<file path="config.mk">
export PLATFORM = sky130hd
export DESIGN_NAME = lhx_front
export DESIGN_NICKNAME = d
export VERILOG_FILES = /design/src/rtl/lhx_pkg.sv /design/src/rtl/lhx_front.sv
export SDC_FILE = /design/constraint.sdc
export NUM_CORES = 1
export LEC_CHECK = 0
export ABC_AREA = 1
export BUFFER_PORTS_ARGS = -buffer_cell sky130_fd_sc_hd__buf_2
export CORE_ASPECT_RATIO = 1.1
export CORE_MARGIN = 10
export CORE_UTILIZATION = 45
export DETAILED_ROUTE_END_ITERATION = 16
export PLACE_DENSITY = 0.85
export SLEW_MARGIN = 20
export SYNTH_ARGS = -nofsm -noshare
export SYNTH_HDL_FRONTEND = slang
export SYNTH_SLANG_ARGS = --single-unit
</file>
<file path="constraint.sdc">
create_clock -name clock -period 2.2 [get_ports clock]
set_input_delay 0.22 -clock clock [delete_from_list [all_inputs] [get_ports clock]]
set_output_delay 0.22 -clock clock [all_outputs]
set_load 0.1 [all_outputs]
</file>
<file path="src/rtl/lhx_pkg.sv">
`timescale 1ns / 1ps
// ----------------------------------------------------------------------------
// lhx_pkg
// Shared sizes, codes, item types and the counter update rule of the
// local history XOR branch predictor.
// ----------------------------------------------------------------------------
package lhx_pkg;

   // table geometry
   localparam int COUNTER_ENTRIES = 1024;
   localparam int COUNTER_BITS    = 2;
   localparam int HISTORY_ENTRIES = 256;
   localparam int HIST_BITS       = 8;
   localparam int CIDX_W          = $clog2(COUNTER_ENTRIES);
   localparam int HIDX_W          = $clog2(HISTORY_ENTRIES);

   // port widths
   localparam int ADDR_W     = 32;
   localparam int SHIFT_W    = 3;
   localparam int MASK_W     = 8;
   localparam int CSR_IDX_W  = 2;
   localparam int CSR_DATA_W = 8;

   // queue between front and back
   localparam int QUEUE_DEPTH = 2;
   localparam int QPTR_W      = $clog2(QUEUE_DEPTH);
   localparam int QCNT_W      = QPTR_W + 1;

   // register reset values
   localparam logic [SHIFT_W-1:0] PC_SHIFT_RESET  = SHIFT_W'(2);
   localparam logic [MASK_W-1:0]  HIST_MASK_RESET = MASK_W'(255);

   // opcodes
   localparam logic OP_LOOKUP = 1'b0;
   localparam logic OP_UPDATE = 1'b1;

   // register indexes
   localparam logic [CSR_IDX_W-1:0] CSR_PC_SHIFT  = CSR_IDX_W'(0);
   localparam logic [CSR_IDX_W-1:0] CSR_HIST_MASK = CSR_IDX_W'(1);

   // one classified beat as it sits in the queue
   typedef struct packed {
      logic              do_update;
      logic              taken;
      logic [HIDX_W-1:0] hidx;
      logic [CIDX_W-1:0] pc_bits;
   } lhx_item_type;

   // flow control seen by the front
   typedef struct packed {
      logic queue_full;
      logic clear_active;
   } lhx_flow_type;

   // saturating counter step toward the outcome
   function automatic logic [COUNTER_BITS-1:0] ctr_next(
      input logic [COUNTER_BITS-1:0] ctr,
      input logic                    taken
   );
      logic [COUNTER_BITS-1:0] res;
      res = ctr;
      if (taken) begin
         if (ctr != {COUNTER_BITS{1'b1}}) res = ctr + COUNTER_BITS'(1);
      end else begin
         if (ctr != {COUNTER_BITS{1'b0}}) res = ctr - COUNTER_BITS'(1);
      end
      return res;
   endfunction

endpackage

</file>
<file path="src/rtl/lhx_front.sv">
`timescale 1ns / 1ps
// ----------------------------------------------------------------------------
// lhx_front
// Config registers, request accept and classification into queue beats.
// ----------------------------------------------------------------------------
module lhx_front (
   input  logic                               clock,
   input  logic                               reset,
   input  logic                               start,
   output logic                               busy,
   input  logic                               req_opcode,
   input  logic [lhx_pkg::ADDR_W-1:0]         req_branch_addr,
   input  logic                               req_taken,
   input  logic                               req_squashed,
   input  logic                               csr_valid,
   output logic                               csr_ready,
   input  logic [lhx_pkg::CSR_IDX_W-1:0]      csr_index,
   input  logic [lhx_pkg::CSR_DATA_W-1:0]     csr_wdata,
   input  lhx_pkg::lhx_flow_type              flow,
   output logic                               push,
   output lhx_pkg::lhx_item_type              item
);

   logic [lhx_pkg::SHIFT_W-1:0] pc_shift_ff,  pc_shift_in;
   logic [lhx_pkg::MASK_W-1:0]  hist_mask_ff, hist_mask_in;
   logic [lhx_pkg::CIDX_W-1:0]  shifted;

   assign csr_ready = 1'b1;

   always_comb begin
      pc_shift_in  = pc_shift_ff;
      hist_mask_in = hist_mask_ff;
      if (csr_valid) begin
         unique case (csr_index)
            lhx_pkg::CSR_PC_SHIFT:  pc_shift_in  = csr_wdata[lhx_pkg::SHIFT_W-1:0];
            lhx_pkg::CSR_HIST_MASK: hist_mask_in = csr_wdata[lhx_pkg::MASK_W-1:0];
            default: ;
         endcase
      end
   end

   always_ff @(posedge clock) begin
      if (reset) begin
         pc_shift_ff  <= lhx_pkg::PC_SHIFT_RESET;
         hist_mask_ff <= lhx_pkg::HIST_MASK_RESET;
      end else begin
         pc_shift_ff  <= pc_shift_in;
         hist_mask_ff <= hist_mask_in;
      end
   end

   assign busy = flow.queue_full | flow.clear_active;
   assign push = start & ~busy;

   // only the low counter-index bits of the shifted address are ever used
   assign shifted = lhx_pkg::CIDX_W'(req_branch_addr >> pc_shift_ff);

   always_comb begin
      item.do_update = (req_opcode == lhx_pkg::OP_UPDATE) & ~req_squashed;
      item.taken     = req_taken;
      item.hidx      = shifted[lhx_pkg::HIDX_W-1:0] & hist_mask_ff;
      item.pc_bits   = shifted;
   end

endmodule

</file>
=== Yosys cells after proc, flatten, opt, wreduce, memory -nomap -nowiden ===
Index checks and enable logic that the tools add are counted.

* Equality and inequality tests: 1
* Reduce and logical (&&, ||, !) cells: 3
* Bitwise logic cells: 6
* Shift operators: 1

{| class="wikitable"
|+ Operator list
! cell !! number
|-
| 32-bit by 3-bit right shift with 10-bit output || 1
|-
| 8-bit bitwise AND || 1
|-
| 2-bit AND reduction || 2
|-
| 1-bit bitwise AND || 2
|-
| 2-bit by 1-bit equality test with 1-bit output (second input constant) || 1
|-
| 2-bit zero test || 1
|-
| 1-bit inverter || 2
|-
| 1-bit bitwise OR || 1
|}

* Output and inout port bits: 23
* Register bits after elaboration: 11
* Bits of input ports: 51

=== Depth between registers and ports, before layout ===
* Depth after elaboration: 3
* Depth in mapped cells: 9

=== Worst setup path after synthesis ===
Ideal clock, no wire load.

* Path type: register to output
* Start: register pc_shift_ff[1] (netlist name)
* End: output item[15] (netlist name)
* Arrival: 2,099 ps
* Path slack: -119 ps
* Cell stages (with the launch flop): 8
* Path through: dfxtp_1 > buf_4 > buf_4 > nand3_1 > nand2_1 > nand2_1 > nand2_1 > nor2_1

{| class="wikitable"
|+ RTL lines
! element !! line !! text
|-
| start, declared || lhx_front.sv:24 || <nowiki>logic [lhx_pkg::SHIFT_W-1:0] pc_shift_ff, pc_shift_in;</nowiki>
|-
| start signal, assigned || lhx_front.sv:44 || <nowiki>pc_shift_ff <= lhx_pkg::PC_SHIFT_RESET;</nowiki>
|-
| start signal, assigned || lhx_front.sv:47 || <nowiki>pc_shift_ff <= pc_shift_in;</nowiki>
|-
| end, declared || lhx_front.sv:21 || <nowiki>output lhx_pkg::lhx_item_type item</nowiki>
|}

==> summary.txt <==
status = completed
final hold violations = 0
Syn Nets = 248
Skew-Pair Late Insertion Delay = 0.27 ns
core area = 2320 um^2
vias = 1381
Setup Skew = 0 ns
setup bufs post-CTS = 0
CP cell instances = inv_2 > nand3_2 > nand2_2 > inv_1 > buf_2
post-synthesis mux area share = 0%
Post-Synth Simple-Gate Area = 49.61%
met1 Use GR = 16.13%
Top Usage Layer GRT = met2
Syn Inst Count = 197
RSZ-0062 raised after global routing = no
Final HPWL DP = 2.905 mm
initial antenna violation count = 0
synth unique cells = 22
slowest stage delay, CP = 0.63 ns
Die Area = 4902 um^2
Syn. warnings = 0
pins over their slew limit = 0
drt drc = 0
Pint = 0.5336 mW
ant diodes = 0
total power = 1.196 mW
Total GRT Usage = 14.76%
CP max stage cell = dfxtp_1
combinational power share = 70.3%
die height = 72.44 um
crit path DAT = 1.76 ns
PD cells = 734.4 nW/um^2
Starting Density = 48.49%
Synth Area in XOR/XNOR = 0%
register area = 220.2 um^2
final period utilization = 90.15%
wire per inst = 12.44 um
switching power total = 0.6627 mW
Post-CTS Resized = 0
Buf+Inv Stages, Crit Path = 3
crit path from = pc_shift_ff[2]
leading post-synthesis cells by cell area = nand2_1 (24%), dfxtp_1 (20%), nand3_1 (11%), inv_1 (10%), o211ai_1 (6.0%)
via/cell ratio = 4.968
Rows = 18
# setup viols final = 0
worst reg2reg path startpoint = pc_shift_ff[2]
Peak VDD IR = 0.0005977 V
Placed Area = 1603 um^2
Adder-Cell Fraction of Synth Area = 0%
antenna-violating nets left = 0
Clk Tree Root Cell = clkbuf_4
leakage = 0.9518 nW
Reg power frac = 18.0%
Crit Path Class = reg -> out
first-pass GRT wire length = 5.940 mm
vias in the first global route = 1364
Setup WS post-layout = 0.2167 ns
top cell type by total area after synthesis = nand2_1
Layout Nets = 300
clock power share = 11.7%
num ports = 74
largest net degree at the start of global routing = 20
WP data required = 1.98 ns
crit end category = output pin
Initial DRC Count = 157
GP Congestion = 0.9231
share of post-route cells with drive strength above 1 = 36.29%
switching part of the total = 55.40%
Avg Synthesized Cell Area = 5.710 um^2
CTS tree = done
register area share after synthesis = 19.58%
Max Freq = 0.5042 GHz
crit-path leading delay family = buffers and inverters
clk buf depth = 2
Hold Buf Count CTS = 0
Max H-tree Level = 1
share of the synthesized area in the top cell type = 24.03%
TNS Setup = 0 ns
Pre-antenna DRT Iters = 4
largest family of logic cells by synthesized area = simple AND/OR/NAND/NOR gates
Area growth syn-to-layout = 44.83%
worst-path maximum fanout = 13
routed wire length = 3.458 mm
cell area after layout = 1629 um^2
port buffer count = 55
GR met2 Demand/Resource = 24.76%
clk sinks = 11
Tmin final = 1.983 ns
cts bufs inserted = 3
post-synthesis compound-gate area fraction = 9.566%
DP Worst Slack = 0.5227 ns
Synth Register Bits = 11
Startpoint Class = flip-flop
met3 usage = 6.144%
GRT overflow = 0
CTS clock-pin slew for the worst setup and hold paths = 0.07 ns
Hold Startpoint = csr_wdata[3]
fillers = 199
Die Width = 67.67 um
Multi-input gate area = 684.4 um^2
Mapped Area = 1125 um^2
Hold Crit Class = in -> reg
Final Util = 70.23%
max-capacitance violation count = 0
[layout make-up]
type / instances / share of cell area [%]
multi-input cells: 141 / 42.01
repair buffers: 58 / 32.10
flip-flops and latches: 11 / 13.52
inverters: 34 / 8.449
well taps: 30 / 2.304
clock buffers: 4 / 1.613
[kinds of logic (layout without fill, tap and decap cells)]
family                 Yosys count  after routing
AOI/OAI and AO/OA               17             17
DFF                             11             11
and+or+nand+nor                123            123
other                            1              1
buffers and inverters           45             96
[routing by layer]
metal,up-vias,wire length (um)
li1,708,-
met3,5,410
met5,-,0
met2,55,1784
met4,0,42
met1,613,1220
[synthesized netlist by cell type (all sizes together)]
cell type  count
nand3         29
or2            1
clkbuf         1
o211ai         9
o21ai          6
dfxtp         11
nand2         81
nor2          12
buf           10
a21oi          2
inv           34
conb           1
[registers in the layout, summed over array words and instances, names as in the netlist]
register      cells
hist_mask_ff      8
pc_shift_ff       3
[cells in the final DEF, fill, tap and decap left out, types with 4 or more instances in the layout]
master    instances
dfxtp_1          11
nor2_2            9
nand3_2           4
nand2_2           9
nand3_1          25
buf_2            40
o211ai_1          9
buf_12           15
nand2_1          72
inv_1            30
[path summary, 6_finish.rpt]
check	end	slack [ns]	cells past startpoint
setup / recovery	item[1]	0.22	5
hold / removal	hist_mask_ff[3]	0.16	3
hold reg to reg	hist_mask_ff[3]	0.52	2
setup reg to reg	pc_shift_ff[2]	1.16	2
[worst min-delay path, stage by stage]
cell	delay [ns]
buf_2	0.08
nand2_1	0.04
o211ai_1	0.06
[per-stage QoR]
stage               hold slack [ns]  cells
floorplan                    0.3504    197
global placement             0.4347    274
detailed placement           0.4418    274
CTS                          0.1613    278
global route                 0.1786    278
finish                       0.1646    278
[power by group through the flow]
stage / clock [mW] / combinational [mW] / sequential, mW
final: 0.140 / 0.841 / 0.216
after global routing: 0.156 / 0.879 / 0.217
after CTS: 0.144 / 0.845 / 0.215
after detailed placement: 0 / 0.844 / 0.220
after global placement: 0 / 0.836 / 0.220
after floorplan: 0 / 0.585 / 0.217
No activity file was read; power rests on OpenSTA's default activity.
