[src/rtl/lhx_pkg.sv]
`timescale 1ns / 1ps
// ----------------------------------------------------------------------------
// lhx_pkg
// Shared sizes, codes, item types and the counter update rule of the
// local history XOR branch predictor.
// ----------------------------------------------------------------------------
package lhx_pkg;

   // table geometry
   localparam int COUNTER_ENTRIES = 1024;
   localparam int COUNTER_BITS    = 2;
   localparam int HISTORY_ENTRIES = 256;
   localparam int HIST_BITS       = 8;
   localparam int CIDX_W          = $clog2(COUNTER_ENTRIES);
   localparam int HIDX_W          = $clog2(HISTORY_ENTRIES);

   // port widths
   localparam int ADDR_W     = 32;
   localparam int SHIFT_W    = 3;
   localparam int MASK_W     = 8;
   localparam int CSR_IDX_W  = 2;
   localparam int CSR_DATA_W = 8;

   // queue between front and back
   localparam int QUEUE_DEPTH = 2;
   localparam int QPTR_W      = $clog2(QUEUE_DEPTH);
   localparam int QCNT_W      = QPTR_W + 1;

   // register reset values
   localparam logic [SHIFT_W-1:0] PC_SHIFT_RESET  = SHIFT_W'(2);
   localparam logic [MASK_W-1:0]  HIST_MASK_RESET = MASK_W'(255);

   // opcodes
   localparam logic OP_LOOKUP = 1'b0;
   localparam logic OP_UPDATE = 1'b1;

   // register indexes
   localparam logic [CSR_IDX_W-1:0] CSR_PC_SHIFT  = CSR_IDX_W'(0);
   localparam logic [CSR_IDX_W-1:0] CSR_HIST_MASK = CSR_IDX_W'(1);

   // one classified beat as it sits in the queue
   typedef struct packed {
      logic              do_update;
      logic              taken;
      logic [HIDX_W-1:0] hidx;
      logic [CIDX_W-1:0] pc_bits;
   } lhx_item_type;

   // flow control seen by the front
   typedef struct packed {
      logic queue_full;
      logic clear_active;
   } lhx_flow_type;

   // saturating counter step toward the outcome
   function automatic logic [COUNTER_BITS-1:0] ctr_next(
      input logic [COUNTER_BITS-1:0] ctr,
      input logic                    taken
   );
      logic [COUNTER_BITS-1:0] res;
      res = ctr;
      if (taken) begin
         if (ctr != {COUNTER_BITS{1'b1}}) res = ctr + COUNTER_BITS'(1);
      end else begin
         if (ctr != {COUNTER_BITS{1'b0}}) res = ctr - COUNTER_BITS'(1);
      end
      return res;
   endfunction

endpackage

[src/rtl/lhx_queue.sv]
`timescale 1ns / 1ps
// ----------------------------------------------------------------------------
// lhx_queue
// Small FIFO of classified beats between front and back.
// ----------------------------------------------------------------------------
module lhx_queue (
   input  logic                  clock,
   input  logic                  reset,
   input  logic                  push,
   input  lhx_pkg::lhx_item_type push_item,
   input  logic                  pop,
   output lhx_pkg::lhx_item_type head,
   output logic                  full,
   output logic                  empty
);

   lhx_pkg::lhx_item_type           slot_ff [lhx_pkg::QUEUE_DEPTH];
   logic [lhx_pkg::QPTR_W-1:0]      wptr_ff, wptr_in;
   logic [lhx_pkg::QPTR_W-1:0]      rptr_ff, rptr_in;
   logic [lhx_pkg::QCNT_W-1:0]      count_ff, count_in;

   assign full  = (count_ff == lhx_pkg::QCNT_W'(lhx_pkg::QUEUE_DEPTH));
   assign empty = (count_ff == '0);
   assign head  = slot_ff[rptr_ff];

   always_comb begin
      wptr_in  = wptr_ff;
      rptr_in  = rptr_ff;
      count_in = count_ff;
      if (push) begin
         wptr_in = (wptr_ff == lhx_pkg::QPTR_W'(lhx_pkg::QUEUE_DEPTH - 1)) ?
                   '0 : wptr_ff + lhx_pkg::QPTR_W'(1);
      end
      if (pop) begin
         rptr_in = (rptr_ff == lhx_pkg::QPTR_W'(lhx_pkg::QUEUE_DEPTH - 1)) ?
                   '0 : rptr_ff + lhx_pkg::QPTR_W'(1);
      end
      case ({push, pop})
         2'b10:   count_in = count_ff + lhx_pkg::QCNT_W'(1);
         2'b01:   count_in = count_ff - lhx_pkg::QCNT_W'(1);
         default: count_in = count_ff;
      endcase
   end

   always_ff @(posedge clock) begin
      if (push) slot_ff[wptr_ff] <= push_item;
      if (reset) begin
         wptr_ff  <= '0;
         rptr_ff  <= '0;
         count_ff <= '0;
      end else begin
         wptr_ff  <= wptr_in;
         rptr_ff  <= rptr_in;
         count_ff <= count_in;
      end
   end

   a_no_overflow: assert property (@(posedge clock) disable iff (reset)
      full |-> !push)
      else $error("push into full queue");

   a_no_underflow: assert property (@(posedge clock) disable iff (reset)
      empty |-> !pop)
      else $error("pop from empty queue");

endmodule

[config.mk]
export PLATFORM = sky130hd
export DESIGN_NAME = lhx_queue
export DESIGN_NICKNAME = d
export VERILOG_FILES = /design/src/rtl/lhx_pkg.sv /design/src/rtl/lhx_queue.sv
export SDC_FILE = /design/constraint.sdc
export NUM_CORES = 1
export LEC_CHECK = 0
export BUFFER_PORTS_ARGS = -buffer_cell sky130_fd_sc_hd__buf_2
export CORE_MARGIN = 2
export CORE_UTILIZATION = 54
export DETAILED_ROUTE_END_ITERATION = 8
export GPL_ROUTABILITY_DRIVEN = 0
export HOLD_SLACK_MARGIN = 0.02
export PLACE_DENSITY = 0.89
export REMOVE_ABC_BUFFERS = 1
export SYNTH_ARGS = -nofsm -noshare
export SYNTH_HDL_FRONTEND = slang
export SYNTH_SLANG_ARGS = --single-unit
[constraint.sdc]
create_clock -name clock -period 5.1 [get_ports clock]
set_input_delay 0.255 -clock clock [delete_from_list [all_inputs] [get_ports clock]]
set_output_delay 0.255 -clock clock [all_outputs]
set_load 0.02 [all_outputs]
== Word-level counts from Yosys, hierarchy flattened ==
Memories as Yosys holds them, arrays and structs flattened. A register that Yosys moved wholly into a read port is not among the register bits.
Cells that the tools add are included.

* Add/sub/neg operators: 4
* Eq/ne operators: 3
* Mux-type cells: 7
* Reduce and logical (&&, ||, !) cells: 2

{| class="wikitable"
|+ Operators with widths
! kind !! number
|-
| 1-bit two-way mux || 6
|-
| 2-bit equality test, second input constant || 2
|-
| 2-bit one-hot mux with 2 select lines || 1
|-
| 1-bit adder, second input constant || 2
|-
| 2-bit by 1-bit adder with 2-bit output, second input constant || 1
|-
| 2-bit by 1-bit equality test with 1-bit output, second input constant || 1
|-
| 2-bit logical NOT || 1
|-
| 2-bit nonzero test || 1
|-
| 2-bit by 1-bit subtractor with 2-bit output, second input constant || 1
|}

* Register bits: 4
* RAM bits: 40
* Input bits: 24
* Output and inout port bits: 22
* Logic and storage cells: 20
* Memories kept: 1

{| class="wikitable"
|+ Memory list
! memory !! words !! bits a word !! read ports !! clocked after Yosys merged registers in !! write ports !! line !! RTL
|-
| slot_ff || 2 || 20 || 1 || 1 || 1 || lhx_queue.sv:17 || <nowiki>lhx_pkg::lhx_item_type slot_ff [lhx_pkg::QUEUE_DEPTH];</nowiki>
|}

== Longest topological paths before layout ==
* Depth after elaboration: 4
* Depth in mapped cells: 5
* Gate-level depth less buffers: 5

== Worst setup path after synthesis ==
No wires, ideal clock.

* Path kind: register -> register
* From: reg wptr_ff
* To: mem slot_ff[0][0] (netlist bit), enable pin
* Library setup time: 397 ps
* Data arrival time: 1190 ps
* Data required time: 4703 ps
* Setup slack: 3514 ps
* Cell stages (with the launch flop): 2
* Path buffers: 0
* Period minus slack after synthesis: 1586 ps
* Cell sequence: dfxtp_1 > nor2_1

{| class="wikitable"
|+ RTL lines
! element !! line !! RTL
|-
| start: declaration || lhx_queue.sv:18 || <nowiki>logic [lhx_pkg::QPTR_W-1:0] wptr_ff, wptr_in;</nowiki>
|-
| start signal: assignment || lhx_queue.sv:52 || <nowiki>wptr_ff <= wptr_in;</nowiki>
|-
| end: declaration || lhx_queue.sv:17 ||
|}

Straight into the memory's write port.

==> results.json <==
{
  "grt.overflow.total": 0,
  "synth_ff_type": "edfxtp_1",
  "skew_ns": 0.00447,
  "num_antenna_cells": 0,
  "grt_use_met3_pct": 7.21,
  "rsz0062_at_grt": "false",
  "syn-mean-instance-area_um2": 19.5,
  "initial_utilization_pct": 55.1,
  "syn_to_final_growth_pct": 20.2,
  "setup_viol": 0,
  "yosysMostFrequentCell": "edfxtp_1",
  "holdPathStages": 1,
  "via_per_inst": 5.17,
  "synth-edff-count": 40,
  "synth_common_cells": "edfxtp_1 (40), mux2_2 (20), nor2_1 (6)",
  "status": "finished clean",
  "htree_levels": 2,
  "cellPowerDensity_nw_per_um2": 376,
  "setup_tns_ns": 0,
  "die_h_um": 59.1,
  "clk_pin_slew_ns": 0.12,
  "grt_max_degree": 21,
  "clk_path_buf_depth": 2,
  "boundaryPins": 46,
  "required_ns": 4.85,
  "maxCapViolCount": 0,
  "synth_top_family_by_area": "multiplexers",
  "synth_fa_ha_area_share_pct": 0.762,
  "post_cts_buffers": 0,
  "vias": 863,
  "busiest_layer": "met2",
  "use_met1_pct": 15.6,
  "grt_first_pass_wirelength_um": 3500,
  "hold_violations": 0,
  "yosys.area.top_type": "edfxtp_1",
  "yosys-top-cells-area": "edfxtp_1 (73%), mux2_2 (14%), dfxtp_1 (6.1%), xnor2_1 (1.6%), nor2_1 (1.4%)",
  "grt_pass1_vias": 797,
  "place_ws_ns": 3.36,
  "fin_cells": 167,
  "fmax_mhz": 484,
  "hp-start": "push_item[6]",
  "ctsHoldBuffers": 0,
  "cts_root_buffer": "clkbuf_4",
  "cts.sinks": 45,
  "final_nets": 159,
  "vdd_drop_max_v": 0.000266,
  "fin_crit_ns": 2.07,
  "hold_path_end": "slot_ff[1][6]$_DFFE_PP_",
  "placed_area_um2": 1900,
  "synth_seq_cells": 45,
  "cp-end-kind": "output port",
  "stdcell_area_um2": 1970,
  "drt_wl_total_um": 2320,
  "yosysSeqAreaShare_pct": 79.3,
  "p_leak_nw": 0.757,
  "synth_top_area_share_pct": 73.2,
  "layout-drive-gt1-share_pct": 55.2,
  "synth_simple_gate_area_share_pct": 2.67,
  "startpoint_type": "flip-flop",
  "clock_latency_ns": 0.34,
  "antenna_found_initial": 0,
  "critPathKind": "flip-flop to output port",
  "worst_slew_pin_slew_ns": 0.990,
  "slew_violations": 0,
  "dr.pass1.iters": 6,
  "ant_nets": 0,
  "synth_area_um2": 1640,
  "synth.distinct_cells": 14,
  "hpwlAfterDp_um": 1600,
  "maxSlewHeadroom_pct": 34.0,
  "rrSetupSlack_ns": 3.60,
  "numCtsBuffers": 5,
  "hold_class": "input pin to flip-flop",
  "drt_iter0_markers": 16,
  "async_flop_share_pct": 0,
  "synthMuxAreaShare_pct": 13.7,
  "dpl.cell_count": 160,
  "setup_slack_ns": 3.03,
  "design.core.area_um2": 2980,
  "finalCritPeriodShare_pct": 40.5,
  "arrival_ns": 1.81,
  "route.detailed.wl_per_inst_um": 13.9,
  "io_buffer_count": 45,
  "ff2ff_path_depth": 1,
  "drc": 0,
  "cts_resized": 0,
  "netlist_instances": 84,
  "die-area_um2": 3500,
  "ys_warn_count": 0,
  "grtUsageMet2_pct": 24.0,
  "synth_compound_area_share_pct": 0.610,
  "r2r_start": "wptr_ff$_SDFFE_PP0P_",
  "synth_xor_area_share_pct": 2.13,
  "crit_fanout": 20,
  "grt.total_usage_pct": 14.4,
  "hold_slack_ns": 0.0923,
  "cts_tree": "built",
  "die_x_um": 59.1,
  "rows": 20,
  "reg2reg_to": "slot_ff[0][17]$_DFFE_PP_"
}
stage by stage:
| stage | utilization (%) | power (W) |
|---|---|---|
| finish | 66.3 | 0.000742 |
| global route | 66.3 | 0.000772 |
| CTS | 66.3 | 0.000747 |
| detailed placement | 63.8 | 0.000550 |
| global placement | 63.8 | 0.000545 |
| floorplan | - | 0.000512 |
layout by cell type, fill, tap and decap left out, drive strengths merged, types with 3 or more instances in the layout:
cell type,count
buf,45
clkbuf,5
dfxtp,5
edfxtp,40
mux2,20
nor2,6
xnor2,3
power by group:
part	internal (W)	total (W)	leakage, nW	switching (W)
sequential	0.000428	0.000441	0.417	0.0000132
combinational	0.0000439	0.0000988	0.299	0.0000550
clock	0.0000999	0.000202	0.0410	0.000102
worst max-delay path, stage by stage, from the launching register on:
cell and delay (ns):
dfxtp_1 0.90, mux2_2 0.42, buf_2 0.16
registers in the layout, indices dropped and copies added (netlist names), named ones only:
signal and flops:
wptr_ff 1, rptr_ff 1, slot_ff 40, count_ff 2
layer usage:
metal,routed length (um),up-vias
li1,-,419
met2,1110,37
met5,0,-
met4,31,0
met3,208,6
met1,968,401
layout make-up:
type	count	area, um2
Clock buffer	5	37.5
Clock inverter	2	35.0
Fill cell	212	1000
Inverter	1	3.75
Multi-Input combinational cell	36	329
Sequential cell	45	1300
Tap cell	33	41.3
Timing Repair Buffer	45	225
worst max path at each step:
stage | to | cells past startpoint
after floorplan | slot_ff[0][0]$_DFFE_PP_ | 1
after global placement | head[10] | 2
after detailed placement | head[12] | 2
after CTS | head[12] | 2
after global routing | head[12] | 2
final | head[12] | 2
cells by family after synthesis:
logic type,count (synthesis)
xor gates and xnor gates,4
DFF,45
adders and majority gates,1
buffers and inverters,3
AOI/OAI and AO/OA,2
and+or+nand+nor,9
muxes,20
Note: power is estimated with default switching activity, not from simulation.
